--- src/rtl/dle_framed_packet_parser_ack_unit_defines.svh ---
// assertion helpers, clocked on clk and held off while rst_n is low
`ifndef DLE_FRAMED_PACKET_PARSER_ACK_UNIT_DEFINES_SVH
`define DLE_FRAMED_PACKET_PARSER_ACK_UNIT_DEFINES_SVH

// plain property that must hold at every edge out of reset
`define DFPA_ASSERT(lbl, prop, msg) \
    lbl: assert property (@(posedge clk) disable iff (!rst_n) (prop)) \
        else $error(msg);

// condition at one edge implies consequence at the next edge
`define DFPA_ASSERT_NEXT(lbl, ante, cons, msg) \
    lbl: assert property (@(posedge clk) disable iff (!rst_n) (ante) |=> (cons)) \
        else $error(msg);

`endif

--- src/rtl/dfpa_pkg.sv ---
`timescale 1ns / 1ps

package dfpa_pkg;

    localparam logic [7:0] BYTE_DLE   = 8'h0B;
    localparam logic [7:0] BYTE_START = 8'h02;
    localparam logic [7:0] BYTE_END   = 8'h03;
    localparam logic [7:0] BYTE_ACK   = 8'h07;
    localparam logic [7:0] BYTE_NAK   = 8'h08;

    localparam int REPLY_LEN  = 5;
    localparam int IDX_W      = 3;
    localparam int DESC_DEPTH = 2;

    typedef enum logic [3:0] {
        PH_HUNT    = 4'd0,
        PH_START   = 4'd1,
        PH_TARGET  = 4'd2,
        PH_COMMAND = 4'd3,
        PH_SIZE    = 4'd4,
        PH_DATA    = 4'd5,
        PH_CK1     = 4'd6,
        PH_CK2     = 4'd7,
        PH_EDLE    = 4'd8,
        PH_EEND    = 4'd9
    } phase_t;

    // one pending reply, handed from the parser to the reply sequencer
    typedef struct packed {
        logic       nak;
        logic [7:0] target;
        logic [7:0] command;
    } reply_t;

    function automatic logic [7:0] reply_byte(input logic [IDX_W-1:0] idx, input logic nak);
        logic [7:0] b;
        unique case (idx)
            3'd0:    b = BYTE_DLE;
            3'd1:    b = BYTE_START;
            3'd2:    b = nak ? BYTE_NAK : BYTE_ACK;
            3'd3:    b = BYTE_DLE;
            3'd4:    b = BYTE_END;
            default: b = BYTE_END;
        endcase
        return b;
    endfunction

endpackage

--- src/rtl/dfpa_front.sv ---
`timescale 1ns / 1ps

module dfpa_front
(
    input  logic                clk,
    input  logic                rst_n,
    input  logic [7:0]          rx_byte,
    input  logic                push,
    output logic                full,
    input  logic                q_full,
    output logic                q_wr,
    output dfpa_pkg::reply_t    q_data
);

    dfpa_pkg::phase_t phase_reg, phase_next;
    logic [7:0]       left_reg, left_next;
    logic [7:0]       target_reg, target_next;
    logic [7:0]       command_reg, command_next;
    logic             nak_reg, nak_next;
    logic             accept;
    logic [7:0]       left_dec;

    // only the end byte needs room in the reply queue
    assign full     = (phase_reg == dfpa_pkg::PH_EEND) && q_full;
    assign accept   = push && !full;
    assign left_dec = left_reg - 8'd1;

    always_comb
    begin
        phase_next = phase_reg;
        if (accept)
        begin
            unique case (phase_reg)
                dfpa_pkg::PH_START:
                    phase_next = (rx_byte == dfpa_pkg::BYTE_START) ?
                                 dfpa_pkg::PH_TARGET : dfpa_pkg::PH_HUNT;
                dfpa_pkg::PH_TARGET:  phase_next = dfpa_pkg::PH_COMMAND;
                dfpa_pkg::PH_COMMAND: phase_next = dfpa_pkg::PH_SIZE;
                dfpa_pkg::PH_SIZE:
                    phase_next = (rx_byte == 8'd0) ? dfpa_pkg::PH_CK1 : dfpa_pkg::PH_DATA;
                dfpa_pkg::PH_DATA:
                    phase_next = (left_dec == 8'd0) ? dfpa_pkg::PH_CK1 : dfpa_pkg::PH_DATA;
                dfpa_pkg::PH_CK1:     phase_next = dfpa_pkg::PH_CK2;
                dfpa_pkg::PH_CK2:     phase_next = dfpa_pkg::PH_EDLE;
                dfpa_pkg::PH_EDLE:    phase_next = dfpa_pkg::PH_EEND;
                dfpa_pkg::PH_EEND:    phase_next = dfpa_pkg::PH_HUNT;
                default:
                    phase_next = (rx_byte == dfpa_pkg::BYTE_DLE) ?
                                 dfpa_pkg::PH_START : dfpa_pkg::PH_HUNT;
            endcase
        end
    end

    always_comb
    begin
        left_next      = left_reg;
        target_next    = target_reg;
        command_next   = command_reg;
        nak_next       = nak_reg;
        q_wr           = 1'b0;
        q_data.nak     = nak_reg || (rx_byte != dfpa_pkg::BYTE_END);
        q_data.target  = target_reg;
        q_data.command = command_reg;
        if (accept)
        begin
            unique case (phase_reg)
                dfpa_pkg::PH_TARGET:  target_next  = rx_byte;
                dfpa_pkg::PH_COMMAND: command_next = rx_byte;
                dfpa_pkg::PH_SIZE:    left_next    = rx_byte;
                dfpa_pkg::PH_DATA:    left_next    = left_dec;
                dfpa_pkg::PH_EDLE:    nak_next     = (rx_byte != dfpa_pkg::BYTE_DLE);
                dfpa_pkg::PH_EEND:
                begin
                    q_wr     = 1'b1;
                    nak_next = 1'b0;
                end
                default: ;
            endcase
        end
    end

    always_ff @(posedge clk or negedge rst_n)
    begin
        if (!rst_n)
        begin
            phase_reg   <= dfpa_pkg::PH_HUNT;
            left_reg    <= 8'd0;
            target_reg  <= 8'd0;
            command_reg <= 8'd0;
            nak_reg     <= 1'b0;
        end
        else
        begin
            phase_reg   <= phase_next;
            left_reg    <= left_next;
            target_reg  <= target_next;
            command_reg <= command_next;
            nak_reg     <= nak_next;
        end
    end

endmodule

--- src/rtl/dfpa_queue.sv ---
`timescale 1ns / 1ps

`include "dle_framed_packet_parser_ack_unit_defines.svh"

module dfpa_queue
#(
    parameter int DEPTH = dfpa_pkg::DESC_DEPTH
)
(
    input  logic                clk,
    input  logic                rst_n,
    input  logic                wr,
    input  dfpa_pkg::reply_t    wr_data,
    output logic                full,
    input  logic                rd,
    output dfpa_pkg::reply_t    rd_data,
    output logic                empty
);

    localparam int PTR_W = (DEPTH > 1) ? $clog2(DEPTH) : 1;
    localparam int CNT_W = $clog2(DEPTH + 1);

    dfpa_pkg::reply_t   mem_reg [DEPTH];
    logic [PTR_W-1:0]   wr_ptr_reg, wr_ptr_next;
    logic [PTR_W-1:0]   rd_ptr_reg, rd_ptr_next;
    logic [CNT_W-1:0]   count_reg, count_next;

    assign full    = (count_reg == CNT_W'(DEPTH));
    assign empty   = (count_reg == '0);
    assign rd_data = mem_reg[rd_ptr_reg];

    always_comb
    begin
        wr_ptr_next = wr_ptr_reg;
        rd_ptr_next = rd_ptr_reg;
        count_next  = count_reg;
        if (wr)
            wr_ptr_next = (wr_ptr_reg == PTR_W'(DEPTH - 1)) ? '0 : wr_ptr_reg + 1'b1;
        if (rd)
            rd_ptr_next = (rd_ptr_reg == PTR_W'(DEPTH - 1)) ? '0 : rd_ptr_reg + 1'b1;
        unique case ({wr, rd})
            2'b10:   count_next = count_reg + 1'b1;
            2'b01:   count_next = count_reg - 1'b1;
            default: count_next = count_reg;
        endcase
    end

    always_ff @(posedge clk)
    begin
        if (wr)
            mem_reg[wr_ptr_reg] <= wr_data;
    end

    always_ff @(posedge clk or negedge rst_n)
    begin
        if (!rst_n)
        begin
            wr_ptr_reg <= '0;
            rd_ptr_reg <= '0;
            count_reg  <= '0;
        end
        else
        begin
            wr_ptr_reg <= wr_ptr_next;
            rd_ptr_reg <= rd_ptr_next;
            count_reg  <= count_next;
        end
    end

    `DFPA_ASSERT(a_count_bound, count_reg <= CNT_W'(DEPTH), "reply queue count past depth")
    `DFPA_ASSERT(a_no_overrun, !(wr && full), "reply written into a full queue")
    `DFPA_ASSERT(a_no_underrun, !(rd && empty), "reply read from an empty queue")

endmodule

--- src/rtl/dfpa_back.sv ---
`timescale 1ns / 1ps

`include "dle_framed_packet_parser_ack_unit_defines.svh"

module dfpa_back
(
    input  logic                clk,
    input  logic                rst_n,
    input  logic                q_empty,
    input  dfpa_pkg::reply_t    q_data,
    output logic                q_rd,
    input  logic                pop,
    output logic                empty,
    output logic [7:0]          tx_byte,
    output logic                last_byte,
    output logic                is_nak,
    output logic [7:0]          pkt_target,
    output logic [7:0]          pkt_command
);

    localparam logic [dfpa_pkg::IDX_W-1:0] LAST_IDX = dfpa_pkg::IDX_W'(dfpa_pkg::REPLY_LEN - 1);

    logic                           busy_reg, busy_next;
    logic [dfpa_pkg::IDX_W-1:0]     idx_reg, idx_next;
    dfpa_pkg::reply_t               desc_reg, desc_next;
    logic                           done;

    assign empty       = !busy_reg;
    assign last_byte   = (idx_reg == LAST_IDX);
    assign tx_byte     = dfpa_pkg::reply_byte(idx_reg, desc_reg.nak);
    assign is_nak      = desc_reg.nak;
    assign pkt_target  = desc_reg.target;
    assign pkt_command = desc_reg.command;

    // current reply finished or none loaded: pull the next one straight in
    assign done = !busy_reg || (pop && last_byte);

    always_comb
    begin
        busy_next = busy_reg;
        idx_next  = idx_reg;
        desc_next = desc_reg;
        q_rd      = 1'b0;
        if (done)
        begin
            if (!q_empty)
            begin
                q_rd      = 1'b1;
                busy_next = 1'b1;
                idx_next  = '0;
                desc_next = q_data;
            end
            else
                busy_next = 1'b0;
        end
        else if (pop)
            idx_next = idx_reg + 1'b1;
    end

    always_ff @(posedge clk)
    begin
        desc_reg <= desc_next;
    end

    always_ff @(posedge clk or negedge rst_n)
    begin
        if (!rst_n)
        begin
            busy_reg <= 1'b0;
            idx_reg  <= '0;
        end
        else
        begin
            busy_reg <= busy_next;
            idx_reg  <= idx_next;
        end
    end

    `DFPA_ASSERT(a_idx_range, idx_reg <= LAST_IDX, "reply byte index out of range")
    `DFPA_ASSERT_NEXT(a_drain, pop && busy_reg && last_byte && q_empty, empty,
        "sequencer busy after final byte with no reply queued")
    `DFPA_ASSERT_NEXT(a_step, pop && busy_reg && !last_byte,
        idx_reg == $past(idx_reg) + 1'b1, "reply byte index did not advance on pop")

endmodule

--- src/rtl/dle_framed_packet_parser_ack_unit.sv ---
`timescale 1ns / 1ps

// dle framed packet parser with ack/nak reply
//
// input side is a queue: drive rx_byte and push; an item goes in at each edge
// with push high and full low. one received byte per item, one per cycle.
// full only rises while the parser waits on the end byte of a packet and the
// reply queue (DESC_DEPTH entries) has no room.
// output side is a queue: while empty is low the oldest reply byte sits on
// tx_byte, last_byte, is_nak, pkt_target and pkt_command; it goes out at each
// edge with pop high. every complete packet yields five items, dle start
// ack/nak dle end, the last one flagged by last_byte.
// the first reply byte is written to the reply queue when the end byte is taken
// and shows once the sequencer has loaded it; reply bytes then leave at one per
// cycle while pop stays high, limited by the single byte sequencer.
// when the receiver stalls, replies pile up in the queue and parsing of the
// following packet goes on until its own end byte finds the queue full.
// reset clears the parser to hunting for dle and drops all queued replies.

module dle_framed_packet_parser_ack_unit
#(
    parameter int DESC_DEPTH = dfpa_pkg::DESC_DEPTH
)
(
    input  logic        clk,
    input  logic        rst_n,
    input  logic [7:0]  rx_byte,
    input  logic        push,
    output logic        full,
    output logic        empty,
    input  logic        pop,
    output logic [7:0]  tx_byte,
    output logic        last_byte,
    output logic        is_nak,
    output logic [7:0]  pkt_target,
    output logic [7:0]  pkt_command
);

    logic               q_wr;
    logic               q_full;
    logic               q_rd;
    logic               q_empty;
    dfpa_pkg::reply_t   q_wr_data;
    dfpa_pkg::reply_t   q_rd_data;

    dfpa_front u_front
    (
        .clk     (clk),
        .rst_n   (rst_n),
        .rx_byte (rx_byte),
        .push    (push),
        .full    (full),
        .q_full  (q_full),
        .q_wr    (q_wr),
        .q_data  (q_wr_data)
    );

    dfpa_queue
    #(
        .DEPTH (DESC_DEPTH)
    )
    u_queue
    (
        .clk     (clk),
        .rst_n   (rst_n),
        .wr      (q_wr),
        .wr_data (q_wr_data),
        .full    (q_full),
        .rd      (q_rd),
        .rd_data (q_rd_data),
        .empty   (q_empty)
    );

    dfpa_back u_back
    (
        .clk         (clk),
        .rst_n       (rst_n),
        .q_empty     (q_empty),
        .q_data      (q_rd_data),
        .q_rd        (q_rd),
        .pop         (pop),
        .empty       (empty),
        .tx_byte     (tx_byte),
        .last_byte   (last_byte),
        .is_nak      (is_nak),
        .pkt_target  (pkt_target),
        .pkt_command (pkt_command)
    );

endmodule
--- config.mk ---
export PLATFORM = sky130hd
export DESIGN_NAME = dle_framed_packet_parser_ack_unit
export DESIGN_NICKNAME = d
export VERILOG_FILES = /design/src/rtl/dfpa_pkg.sv /design/src/rtl/dfpa_front.sv /design/src/rtl/dfpa_queue.sv /design/src/rtl/dfpa_back.sv /design/src/rtl/dle_framed_packet_parser_ack_unit.sv
export VERILOG_INCLUDE_DIRS = /design/src /design/src/rtl
export SDC_FILE = /design/constraint.sdc
export NUM_CORES = 1
export LEC_CHECK = 0
export BUFFER_PORTS_ARGS = -buffer_cell sky130_fd_sc_hd__buf_2
export CAP_MARGIN = 20
export CORE_AREA = 10 10 111 113
export CTS_CLUSTER_SIZE = 24
export DETAILED_ROUTE_END_ITERATION = 8
export DIE_AREA = 0 0 121 123
export PLACE_DENSITY = 0.63
export SLEW_MARGIN = 40
export SYNTH_ARGS = -nofsm -noshare
export SYNTH_HDL_FRONTEND = slang
export SYNTH_SLANG_ARGS = --single-unit
--- constraint.sdc ---
create_clock -name clk -period 7.5 [get_ports clk]
set_input_delay 0.75 -clock clk [delete_from_list [all_inputs] [get_ports clk]]
set_output_delay 0.75 -clock clk [all_outputs]
set_load 0.02 [all_outputs]
=== Word level (Yosys, flattened, before mapping) ===
Memory sizes are Yosys's and may differ from the RTL's. A register that Yosys moved wholly into a read port is not among the register bits.
Cells that the tools add are included.

* Logic and storage cells: 82
* Register bits after elaboration: 37
* Output and inout bits: 28
* Bits in writable memories: 34
* Input bits: 12
* Memories: 1

* Multiplexer cells: 21
* Add/subtract/negate cells: 6
* Bitwise logic cells: 1
* Eq/ne operators: 21
* Reduce and logical (&&, ||, !) cells: 22

{| class="wikitable"
|+ Memories
! name !! words !! width !! rd ports !! clocked after Yosys merged registers in !! write ports !! line !! source
|-
| u_queue.mem_reg || 2 || 17 || 1 || 1 || 1 || dfpa_queue.sv:23 || <nowiki>dfpa_pkg::reply_t mem_reg [DEPTH];</nowiki>
|}

{| class="wikitable"
|+ Operators with widths
! kind !! count
|-
| 4-bit one-hot mux with 9 select lines || 1
|-
| 8-bit one-hot mux with 3 select lines || 1
|-
| 4-bit by 3-bit equality test with 1-bit output (second input constant) || 4
|-
| 8-bit zero test || 2
|-
| 8-bit one-hot mux with 2 select lines || 1
|-
| 2-bit AND reduction || 6
|-
| 1-bit two-way mux || 9
|-
| 3-bit two-way mux || 3
|-
| 4-bit by 2-bit equality test with 1-bit output (second input constant) || 2
|-
| 4-bit equality test (second input constant) || 2
|-
| 8-bit by 2-bit equality test with 1-bit output (second input constant) || 1
|-
| 8-bit by 4-bit equality test with 1-bit output (second input constant) || 1
|-
| 8-bit by 2-bit inequality test with 1-bit output (second input constant) || 1
|-
| 8-bit by 4-bit inequality test with 1-bit output (second input constant) || 1
|-
| 2-bit nonzero test || 4
|-
| 8-bit by 1-bit subtractor with 8-bit output (second input constant) || 1
|-
| 3-bit by 2-bit equality test with 1-bit output (second input constant) || 2
|-
| 2-bit two-way mux || 3
|-
| 2-bit equality test (second input constant) || 2
|-
| 4-bit by 1-bit equality test with 1-bit output (second input constant) || 1
|-
| 4-bit two-way mux || 1
|-
| 2-bit one-hot mux with 2 select lines || 1
|-
| 3-bit by 1-bit adder with 3-bit output (second input constant) || 1
|-
| 3-bit by 1-bit equality test with 1-bit output (second input constant) || 1
|-
| other kinds (14) || 19
|}

=== Logic depth before layout (Yosys ltp) ===
* Depth after elaboration: 7
* Depth in mapped cells: 10
* Gate-level depth less buffers: 10

=== Hierarchy ===
From an unflattened synthesis, not the netlist that was laid out.

* Cell total of the unflattened synthesis: 279
* Area, all modules: 3990.1 um^2

{| class="wikitable"
|+ By module, submodules not included
! module !! area an instance (um^2) !! instances !! cells each !! seq. area each (um^2)
|-
| dfpa_front || 1637.8 || 1 || 150 || 725.7
|-
| dfpa_queue || 1461.4 || 1 || 69 || 1121.1
|-
| dfpa_back || 890.9 || 1 || 60 || 610.6
|}

=== Worst setup path after synthesis ===
OpenSTA, ideal clock, no wires.

* Kind: register to register
* From: register u_back.idx_reg[0] in the netlist's numbering
* To: register u_queue.count_reg[1]
* Period minus slack after synthesis: 2831 ps
* Required time: 7421 ps
* Arrival: 2752 ps
* Path buffers: 0
* Path slack: 4669 ps
* Library setup time: 79 ps
* Stages on the path, launching flop included: 10
* Cell sequence: dfrtp_1 -> inv_1 -> ha_1 -> nand2_1 -> inv_1 -> nand2_1 -> a21oi_1 -> ha_1 -> nor2_1 -> xor2_1

* Word-level cells in the longest chain between the ends: 6
* Elaborated cells on any way between the ends: 8
* Those cells by class: eq/ne: 3; mux: 2; reduce/logical: 3

{| class="wikitable"
|+ RTL lines
! what !! line !! source
|-
| start: declaration || dfpa_back.sv:24 || <nowiki>logic [dfpa_pkg::IDX_W-1:0] idx_reg, idx_next;</nowiki>
|-
| start signal: assignment || dfpa_back.sv:75 || <nowiki>idx_reg <= idx_next;</nowiki>
|-
| 3-bit equality test * || dfpa_back.sv:29 || <nowiki>assign last_byte = (idx_reg == LAST_IDX);</nowiki>
|-
| net last_byte || dle_framed_packet_parser_ack_unit.sv:33 || <nowiki>output logic last_byte,</nowiki>
|-
| 1-bit logical AND * || dfpa_back.sv:36 || <nowiki>assign done = !busy_reg || (pop && last_byte);</nowiki>
|-
| 1-bit logical OR * || dfpa_back.sv:36 ||
|-
| 1-bit two-way mux * || dfpa_back.sv:44 || <nowiki>if (done)</nowiki>
|-
| net q_rd || dle_framed_packet_parser_ack_unit.sv:41 || <nowiki>logic q_rd;</nowiki>
|-
| 2-bit by 1-bit equality test with 1-bit output / 2-bit equality test (equally long branches) || dfpa_queue.sv:41 || <nowiki>unique case ({wr, rd})</nowiki>
|-
| 2-bit one-hot mux with 2 select lines / 2-bit nonzero test (equally long branches) || -- ||
|-
| end signal: assignment || dfpa_queue.sv:66 || <nowiki>count_reg <= count_next;</nowiki>
|-
| end: declaration || dfpa_queue.sv:26 || <nowiki>logic [CNT_W-1:0] count_reg, count_next;</nowiki>
|}

The timed path passes the listed nets; every way through them passes the cells marked *.
A chain may end at the register's enable or synchronous reset.

=== Final worst setup path ===
* From: register u_back.idx_reg[0] in the netlist's numbering
* To: output tx_byte[1]

* Word-level cells in the longest chain between the ends: 3
* Elaborated cells on any way between the ends: 6
* Those cells by class: eq/ne: 3; mux: 1; reduce/logical: 2

{| class="wikitable"
|+ RTL lines
! what !! line !! source
|-
| 3-bit by 2-bit equality test with 1-bit output / 3-bit zero test (equally long branches) || dfpa_pkg.sv:37 || <nowiki>unique case (idx)</nowiki>
|-
| 2-bit OR reduction (no line) || -- ||
|-
| 8-bit one-hot mux with 3 select lines * || dfpa_pkg.sv:37 ||
|-
| end: declaration || dle_framed_packet_parser_ack_unit.sv:32 || <nowiki>output logic [7:0] tx_byte,</nowiki>
|}

Mark *: on every way between the ends. The rest lies on a longest branch, timed or not.

==> metrics.txt <==
# TYPE chip_impl_metric gauge
chip_impl_metric{name="antenna_found_initial",unit=""} 0
chip_impl_metric{name="max_cap_violations",unit=""} 0
chip_impl_metric{name="drt_wl_total",unit="microns"} 6910
chip_impl_metric{name="fmax",unit="GHz"} 0.355
chip_impl_metric{name="cts.reportedPaths.clkPinSlew",unit="ps"} 90
chip_impl_metric{name="drtAntennaViolNets",unit=""} 0
chip_impl_metric{name="seq_area_frac_synth",unit=""} 0.649
chip_impl_info{name="synth_top_cells_by_area",value="edfxtp_1 (40%), dfrtp_1 (24%), mux2_2 (8.6%)"} 1
chip_impl_metric{name="final.min_clock_period",unit="ps"} 2820
chip_impl_metric{name="power_density",unit="nW/um^2"} 359
chip_impl_metric{name="multi_input_comb_area",unit="sq um"} 1210
chip_impl_metric{name="synth.ff_latch_count",unit=""} 88
chip_impl_info{name="cts.root.buffer_cell",value="clkbuf_8"} 1
chip_impl_metric{name="dp_cells",unit=""} 444
chip_impl_metric{name="numCtsBuffers",unit=""} 9
chip_impl_metric{name="post_synth.cell_area_avg",unit="sq um"} 13.3
chip_impl_metric{name="fin_skew",unit="ps"} 10.7
chip_impl_info{name="critical_path_top_delay_cell",value="or4_1"} 1
chip_impl_metric{name="via_count_of_the_first_global_routing_pass",unit=""} 2185
chip_impl_metric{name="remaining_drc_errors",unit=""} 0
chip_impl_metric{name="core_area",unit="sq um"} 10100
chip_impl_info{name="tritoncts",value="done"} 1
chip_impl_metric{name="htreeDepth",unit=""} 3
chip_impl_metric{name="globalRoute.totalOverflow",unit=""} 0
chip_impl_metric{name="final_layout_size_suffix_gt1_frac",unit=""} 0.265
chip_impl_metric{name="dpl_ws",unit="ps"} 5060
chip_impl_metric{name="num_vias",unit=""} 2262
chip_impl_metric{name="worst_slack",unit="ps"} 4680
chip_impl_metric{name="setup_total_negative_slack",unit="ps"} 0
chip_impl_metric{name="path_depth_of_the_worst_reg2reg_path",unit=""} 9
chip_impl_metric{name="syn-instance-count",unit=""} 285
chip_impl_metric{name="num_io_pins",unit=""} 40
chip_impl_metric{name="required",unit="ps"} 6750
chip_impl_metric{name="holdWs",unit="ps"} 348
chip_impl_info{name="most_frequent_cell_after_synthesis",value="edfxtp_1"} 1
chip_impl_metric{name="gr-usage-all-layers",unit=""} 0.0946
chip_impl_metric{name="first_pass_iters",unit=""} 4
chip_impl_metric{name="critPathArrivalTime",unit="ps"} 2070
chip_impl_metric{name="row_count",unit=""} 37
chip_impl_info{name="top_cell_types_by_occurrence_after_synthesis",value="edfxtp_1 (51), dfrtp_1 (37), mux2_2 (29)"} 1
chip_impl_metric{name="count_of_final_setup_violators",unit=""} 0
chip_impl_metric{name="critPathMaxStageDelay",unit="ps"} 540
chip_impl_metric{name="worstSkewPairLatency",unit="ps"} 350
chip_impl_metric{name="post_cts_resized",unit=""} 0
chip_impl_metric{name="place_congestion",unit=""} 0.842
chip_impl_metric{name="numClockSinks",unit=""} 88
chip_impl_metric{name="final_core_util",unit=""} 0.422
chip_impl_metric{name="die_area",unit="sq um"} 14900
chip_impl_metric{name="post_layout_nets",unit=""} 339
chip_impl_info{name="critPathLaunchType",value="flop"} 1
chip_impl_metric{name="cts_setup_buffers",unit=""} 0
chip_impl_info{name="worstReg2RegEnd",value="u_queue.count_reg[1]"} 1
chip_impl_metric{name="ys.warnings.count",unit=""} 0
chip_impl_metric{name="routed_wire_length_per_instance",unit="microns"} 15.0
chip_impl_metric{name="timing.final.max_slew_violations",unit=""} 0
chip_impl_metric{name="drtIter0Drc",unit=""} 149
chip_impl_metric{name="hpwl",unit="microns"} 4800
chip_impl_info{name="setup_repair_after_global_routing_missed_its_margin",value="false"} 1
chip_impl_info{name="synth-main-ff-cell",value="edfxtp_1"} 1
chip_impl_metric{name="timing.max_slew.rel_slack",unit=""} 0.485
chip_impl_metric{name="leakage",unit="nW"} 1.67
chip_impl_info{name="worst_r2r_startpoint",value="u_back.idx_reg[0]"} 1
chip_impl_info{name="run_status",value="completed"} 1
chip_impl_metric{name="number_of_distinct_library_cells_after_synthesis",unit=""} 46
chip_impl_metric{name="post-synth-top-area-fraction",unit=""} 0.405
chip_impl_metric{name="ctsLongestPathBuffers",unit=""} 2
chip_impl_metric{name="grt_max_degree",unit=""} 38
chip_impl_metric{name="synth-async-reset-ratio",unit=""} 0.420
chip_impl_info{name="path_class",value="flop to output pin"} 1
chip_impl_metric{name="number_of_flip_flops_in_the_largest_register",unit=""} 34
chip_impl_metric{name="ir_worst_vdd",unit="uV"} 109
chip_impl_metric{name="finalCritPeriodShare",unit=""} 0.376
chip_impl_metric{name="netlist_area",unit="sq um"} 3780
chip_impl_metric{name="worst_pin_slew",unit="ps"} 773
chip_impl_metric{name="number_of_port_buffers",unit=""} 35
chip_impl_metric{name="area_delta_synth_final",unit="%"} 13.2
chip_impl_metric{name="postCtsHoldBufs",unit=""} 0
chip_impl_metric{name="ff2ff_setup_slack",unit="ps"} 5150
chip_impl_metric{name="start_util",unit=""} 0.373
chip_impl_info{name="worstHoldPathType",value="input pin to async pin"} 1
chip_impl_metric{name="die_w",unit="microns"} 121
chip_impl_metric{name="instances_no_fill",unit=""} 460
chip_impl_metric{name="grt_first_pass_wirelength",unit="microns"} 11100
chip_impl_info{name="yosys.area.top_type",value="edfxtp_1"} 1
chip_impl_info{name="cp_cell_sequence",value="ha_1, ha_1, or4_1, a21o_1, buf_2"} 1
chip_impl_metric{name="hold_viol_final",unit=""} 0
chip_impl_info{name="critical_path.endpoint_type",value="output pin"} 1
chip_impl_metric{name="synth-edff-count",unit=""} 51
chip_impl_metric{name="routed_via_count_divided_by_cell_count",unit=""} 4.92
chip_impl_metric{name="sequential_cell_area",unit="sq um"} 2460
chip_impl_metric{name="antenna_cells_inserted",unit=""} 0
chip_impl_metric{name="floorplan.die.height",unit="microns"} 123
chip_impl_info{name="timing.critical_path.mode_cell",value="ha_1"} 1
chip_impl_metric{name="n_fill_cell",unit=""} 953
chip_impl_metric{name="crit_path_max_fanout",unit=""} 6
-- cell usage in the layout, fill, tap and decap left out, drive strengths merged, types with 5 or more instances in the layout --
master  netlist  final
a21oi         9      9
buf           9     37
ha            8      8
xnor2         7      7
or4           5      5
nand2        22     22
o21ai        24     24
nand3         7      7
edfxtp       51     51
dfrtp        37     37
nor2         14     14
mux2         29     29
inv          12     16
clkbuf        8     11
-- cell families after synthesis --
| family | share of synthesized area |
|---|---|
| compound gates | 0.0800 |
| xor+xnor | 0.0208 |
| fa+ha+maj | 0.0265 |
| buf+inv | 0.0364 |
| flops | 0.649 |
| mux | 0.0916 |
| other cells | 0.000991 |
| simple gates | 0.0942 |
-- metal layers --
layer | routed length [microns] | vias up | global-route usage | share of wire
li1 | - | 1101 | - | -
met3 | 310 | 8 | 0.0242 | 0.045
met4 | 112 | 0 | 0.0520 | 0.016
met2 | 3350 | 48 | 0.151 | 0.48
met5 | 0 | - | 0 | 0
met1 | 3140 | 1105 | 0.116 | 0.45
-- area by class of cell --
type                    instances  share of cell area
flip-flops and latches         88               0.574
repair buffers                 37              0.0450
multi-input cells             171               0.283
well taps                     136              0.0397
clock inverters                 5             0.00994
clock buffers                  11              0.0380
inverters                      12              0.0105
-- metrics by stage --
stage / total power, mW / instance area (sq um)
after floorplan: 1.10 / 3790
after global placement: 1.20 / 4070
after detailed placement: 1.22 / 4080
after CTS: 1.55 / 4280
after global routing: 1.64 / 4280
final: 1.54 / 4280
-- report_power, final --
| group | switching (mW) | internal [mW] |
|---|---|---|
| combinational | 0.216 | 0.195 |
| sequential | 0.132 | 0.666 |
| clock | 0.172 | 0.155 |
| total | 0.521 | 1.02 |
-- critical path, delay by kind of cell, from the launching register on --
kind,cells,cell delay [ps]
AO/OA/AOI/OAI,1,170
adder cells (fa/ha/maj),2,420
buffers and inverters,1,150
flip-flops,1,440
AND/OR/NAND/NOR,1,540
-- worst max-delay path by stage --
stage	cells after the start	startpoint	slack, ps	to
floorplan	9	u_back.idx_reg[0]	4670	u_queue.count_reg[1]
global placement	6	pop	4920	u_queue.count_reg[1]
detailed placement	5	u_back.idx_reg[0]	5060	tx_byte[1]
CTS	5	u_back.idx_reg[0]	4660	tx_byte[1]
global route	5	u_back.idx_reg[0]	4600	tx_byte[1]
finish	5	u_back.idx_reg[0]	4680	tx_byte[1]
Power figures use the tool's default switching activity.
